`config.mk`:
```
export PLATFORM = sky130hd
export DESIGN_NAME = rcz_ctrl
export DESIGN_NICKNAME = d
export VERILOG_FILES = /design/src/design/rcz_pkg.sv /design/src/design/rcz_ctrl.sv
export SDC_FILE = /design/constraint.sdc
export NUM_CORES = 1
export LEC_CHECK = 0
export BUFFER_PORTS_ARGS = -buffer_cell sky130_fd_sc_hd__buf_2
export CAP_MARGIN = 0
export CORE_AREA = 2 2 39 41
export DETAILED_ROUTE_END_ITERATION = 12
export DIE_AREA = 0 0 41 43
export PLACE_DENSITY = 0.42
export SLEW_MARGIN = 10
export SYNTH_ARGS = -nofsm -noshare
export SYNTH_HDL_FRONTEND = slang
export SYNTH_SLANG_ARGS = --single-unit
```
`constraint.sdc`:
```
create_clock -name i_clk -period 1.85 [get_ports i_clk]
set_clock_uncertainty 0.15 [all_clocks]
set_input_delay 0.2775 -clock i_clk [delete_from_list [all_inputs] [get_ports i_clk]]
set_output_delay 0.2775 -clock i_clk [all_outputs]
set_load 0.1 [all_outputs]
```
`src/design/rcz_pkg.sv`:
```
package rcz_pkg;

    localparam int CFG_DIM_W  = 7;
    localparam int KSIZE_W    = 3;
    localparam int ROW_W      = 6;
    localparam int COL_W      = 6;
    localparam int TAP_W      = 3;
    localparam int CH_W       = 2;
    localparam int WEIGHT_W   = 16;
    localparam int SAMPLE_W   = 8;
    localparam int PIXEL_W    = 3 * SAMPLE_W;
    localparam int PROD_W     = SAMPLE_W + 1 + WEIGHT_W;
    localparam int SUM_W      = 32;
    localparam int CFG_IDX_W  = 2;
    localparam int CFG_DATA_W = 7;
    localparam int NUM_CH     = 3;

    localparam int DEF_MAX_WIDTH  = 64;
    localparam int DEF_MAX_HEIGHT = 64;
    localparam int DEF_MAX_KERNEL = 7;

    localparam logic [CFG_DIM_W-1:0] RST_IMAGE_WIDTH  = 7'd64;
    localparam logic [CFG_DIM_W-1:0] RST_IMAGE_HEIGHT = 7'd64;
    localparam logic [KSIZE_W-1:0]   RST_KERNEL_SIZE  = 3'd3;

    localparam logic [1:0] REQ_WRITE_TAP   = 2'd0;
    localparam logic [1:0] REQ_WRITE_PIXEL = 2'd1;
    localparam logic [1:0] REQ_COMPUTE     = 2'd2;

    localparam logic [CFG_IDX_W-1:0] CFG_IMAGE_WIDTH  = 2'd0;
    localparam logic [CFG_IDX_W-1:0] CFG_IMAGE_HEIGHT = 2'd1;
    localparam logic [CFG_IDX_W-1:0] CFG_KERNEL_SIZE  = 2'd2;

    localparam logic [CH_W-1:0] CH_RED   = 2'd0;
    localparam logic [CH_W-1:0] CH_GREEN = 2'd1;
    localparam logic [CH_W-1:0] CH_BLUE  = 2'd2;

    typedef struct packed {
        logic [1:0]                 req_type;
        logic [ROW_W-1:0]           pix_row;
        logic [COL_W-1:0]           pix_col;
        logic [TAP_W-1:0]           tap_row;
        logic [TAP_W-1:0]           tap_col;
        logic [CH_W-1:0]            channel;
        logic signed [WEIGHT_W-1:0] tap_weight;
        logic [SAMPLE_W-1:0]        red;
        logic [SAMPLE_W-1:0]        green;
        logic [SAMPLE_W-1:0]        blue;
    } t_in_item;

    typedef struct packed {
        logic signed [SUM_W-1:0] conv_sum;
        logic [ROW_W-1:0]        out_row;
        logic [COL_W-1:0]        out_col;
        logic                    range_error;
    } t_out_item;

    typedef enum logic [1:0] {
        ST_IDLE,
        ST_RUN,
        ST_DRAIN,
        ST_DONE
    } t_state;

    typedef struct packed {
        logic start;
        logic step;
        logic load_out;
    } t_dp_cmd;

    typedef struct packed {
        logic pos_bad;
        logic last_tap;
        logic pipe_busy;
        logic out_free;
    } t_dp_status;

endpackage

```
`src/design/rcz_ctrl.sv`:
```
module rcz_ctrl import rcz_pkg::*; (
    input  logic       i_clk,
    input  logic       i_rst_n,
    input  logic       i_in_valid,
    input  logic [1:0] i_req_type,
    input  t_dp_status i_status,
    output logic       o_in_ready,
    output t_dp_cmd    o_cmd
);

    t_state r_state;
    t_state n_state;
    logic   compute_accept;

    assign compute_accept = (r_state == ST_IDLE) && i_in_valid && (i_req_type == REQ_COMPUTE);

    always_ff @(posedge i_clk) begin
        if (!i_rst_n) begin
            r_state <= ST_IDLE;
        end else begin
            r_state <= n_state;
        end
    end

    always_comb begin
        n_state = r_state;
        unique case (r_state)
            ST_IDLE: begin
                if (compute_accept) begin
                    n_state = i_status.pos_bad ? ST_DONE : ST_RUN;
                end
            end
            ST_RUN: begin
                if (i_status.last_tap) begin
                    n_state = ST_DRAIN;
                end
            end
            ST_DRAIN: begin
                if (!i_status.pipe_busy) begin
                    n_state = ST_DONE;
                end
            end
            ST_DONE: begin
                if (i_status.out_free) begin
                    n_state = ST_IDLE;
                end
            end
            default: begin
                n_state = ST_IDLE;
            end
        endcase
    end

    always_comb begin
        o_in_ready     = 1'b0;
        o_cmd.start    = 1'b0;
        o_cmd.step     = 1'b0;
        o_cmd.load_out = 1'b0;
        unique case (r_state)
            ST_IDLE: begin
                o_in_ready  = 1'b1;
                o_cmd.start = compute_accept;
            end
            ST_RUN: begin
                o_cmd.step = 1'b1;
            end
            ST_DRAIN: begin
            end
            ST_DONE: begin
                o_cmd.load_out = i_status.out_free;
            end
            default: begin
            end
        endcase
    end

endmodule

```
==> reports/metrics.csv <==
stage,metric,value,unit
run_status,status,completed,
critical_path,slowest CP cell,buf_2,
final_layout,Top reg by flops,r_state,
synthesis,"count leader, synth",ha_1,
timing,endpoints failing hold,0,
clock_network,clk sink count,2,
placed_design,pre-CTS setup slack,0.1436,ns
final_layout,Layout area overhead,58.33,%
final_layout,Nets,55,
placed_design,IO buf count,12,
synthesis,Syn Nets,38,
critical_path,"Data arrival, critical path",1.31,ns
route,via count,209,
route,TritonRoute pass-1 iters,4,
die,die area,1763,µm²
clock_network,clock latency on the worst-skew pair,0.22,ns
synthesis,XOR/XNOR share of the synthesized area,0,%
synthesis,"Primary FF master, synth",dfxtp_1,
die,I/O pin total,13,
critical_path,"delay-heaviest family, CP",buffers and inverters,
timing,max-slew violation count,0,
route,Remaining DRCs,0,
clock_network,CTS Root Cell,clkbuf_4,
final_layout,share of cells above drive strength 1,56.41,%
grt,Total GRT Usage,6.006,%
route,vias per cell,3.800,
final_layout,register area,40.04,µm²
final_layout,Fillers,152,
synthesis,Mapped Cells,24,
clock_network,post-CTS sizing,0,
timing,Final min period,1.736,ns
synthesis,Ys Warns,0,
synthesis,Simple-Gate Fraction of Synth Area,26.04,%
clock_network,Post-CTS Setup Inserts,0,
grt,first-pass GRT wire length,717,µm
synthesis,post-synth top area cell,ha_1,
synthesis,Syn Area/Cell,10.01,µm²
grt,number of global-route vias before repair,201,
synthesis,largest family of logic cells by synthesized area,simple AND/OR/NAND/NOR gates,
synthesis,Post-synth top cells,"ha_1, inv_1, nand2_1",
timing,hold_ws,0.1916,ns
synthesis,Area contributors post-synth,"ha_1, dfxtp_1, a2111oi_4",
final_layout,Largest regs,r_state: 2 flops,
timing,Final setup viols,0,
timing,Setup TNS Final,0,ns
final_layout,diode count,0,
route,DR WL/cell,8.145,µm
final_layout,max FFs per register,2,
critical_path,max incr delay on CP,0.42,ns
die,area of the core,1384,µm²
critical_path,CP Max Fanout,4,
die,die width,41,µm
grt,initial antenna violation count,0,
clock_network,cts hold-fix bufs,0,
timing,Setup WS post-layout,0.1135,ns
timing,Final period util,93.86,%
die,Rows,14,
timing,unrepaired setup endpoints after global routing,false,
job,max_cap viols,0,
critical_path,startpoint types,flop,
timing,Slew HR,67.96,%
die,die height,43,µm
clock_network,clock-pin transition on the worst setup and hold timing paths,0.03,ns
critical_path,WP buf/inv,2,
clock_network,TritonCTS clock tree,built,
die,initial core utilization,17.36,%
synthesis,#FFs+latches synth,2,
final_layout,Finished Core Util,27.49,%
synthesis,Synth top area share,26.04,%
final_layout,area of the multi-input gates,211.5,µm²
route,DR iter-0 viols,3,
grt,Congestion Overflow GR,0,
synthesis,mux share of post-synthesis cell area,13.02,%
timing,worst slew pin tran,0.4839,ns
critical_path,CP required,1.42,ns
synthesis,adder-cell share of the synthesized area,26.04,%
synthesis,synthesized cell area,240.2,µm²
clock_network,total CTS buffers,3,
grt,pin count of the biggest net entering global routing,5,
clock_network,H-tree Lvls,1,
synthesis,synth unique cells,13,
critical_path,critical path endpoint category,output pin,
route,ANT nets after route,0,
synthesis,compound-cell area share of the yosys netlist,13.54,%
placed_design,routability cong.,0.7146,
route,routed wire length,448,µm
synthesis,post-synthesis sequential area ratio,16.67,%
worst_hold_path,worst hold path type,in -> reg,
critical_path,CP Cell Sequence,"inv_1, ha_4, buf_2",
synthesis,"EDFF count, synth",0,
synthesis,Post-synth ARST share,0,%
timing,Peak Freq,0.5759,GHz
critical_path,WS Path Type,reg -> out,
clock_network,maximum buffer depth of the clock tree,2,
## cell usage in the layout (no fill, tap or decap)
master / Yosys / routed
mux2i_1: 2 / 2
mux2_2: 1 / 1
clkbuf_4: 0 / 3
nor2_4: 0 / 1
dfxtp_1: 2 / 2
buf_2: 0 / 11
nor2b_1: 2 / 2
ha_4: 0 / 1
inv_1: 3 / 3
ha_2: 0 / 1
ha_1: 5 / 3
and2_1: 1 / 1
buf_12: 0 / 1
a2111oi_4: 1 / 1
o21ai_0: 1 / 1
nand3b_4: 1 / 1
and2_4: 1 / 1
nand2_1: 3 / 3
## logic make-up after synthesis
family                     after synthesis
and+or+nand+nor                          9
adders and majority gates                5
buffers and inverters                    3
muxes                                    3
AOI/OAI and AO/OA                        2
DFF                                      2
## path summary, 6_finish.rpt
| path | startpoint | to | slack (ns) | cells past startpoint |
|---|---|---|---|---|
| max | r_state[0] | o_in_ready | 0.11 | 3 |
| min | i_rst_n | r_state[1] | 0.19 | 3 |
| max reg2reg | r_state[0] | r_state[0] | 0.16 | 5 |
| min reg2reg | r_state[1] | r_state[1] | 0.35 | 2 |
## per-layer routing
metal,up-vias,track usage (%),wire length [µm]
met1,89,6.688,194
met5,-,0,0
met2,10,8.438,194
met4,0,2.000,0
li1,110,-,-
met3,0,4.712,58
## area by class of cell
type | count | share of cell area, %
clock buffers | 3 | 5.921
inverters | 3 | 2.961
flip-flops and latches | 2 | 10.53
well taps | 16 | 5.263
multi-input cells | 19 | 55.59
repair buffers | 12 | 19.74
## worst register-to-register path: stages, from the launching register on
cell       delay, ns
dfxtp_1         0.37
inv_1           0.12
ha_1            0.23
and2_4          0.14
a2111oi_4       0.38
mux2i_1         0.23
## through the flow
step | instances | instance area [µm²]
after floorplan | 24 | 262.8
after global placement | 52 | 357.8
after detailed placement | 52 | 357.8
after CTS | 55 | 380.4
after global routing | 55 | 380.4
final | 55 | 380.4
Power is not shown: default switching activity piles up to over one toggle a cycle in this logic, so the estimate is an artifact.
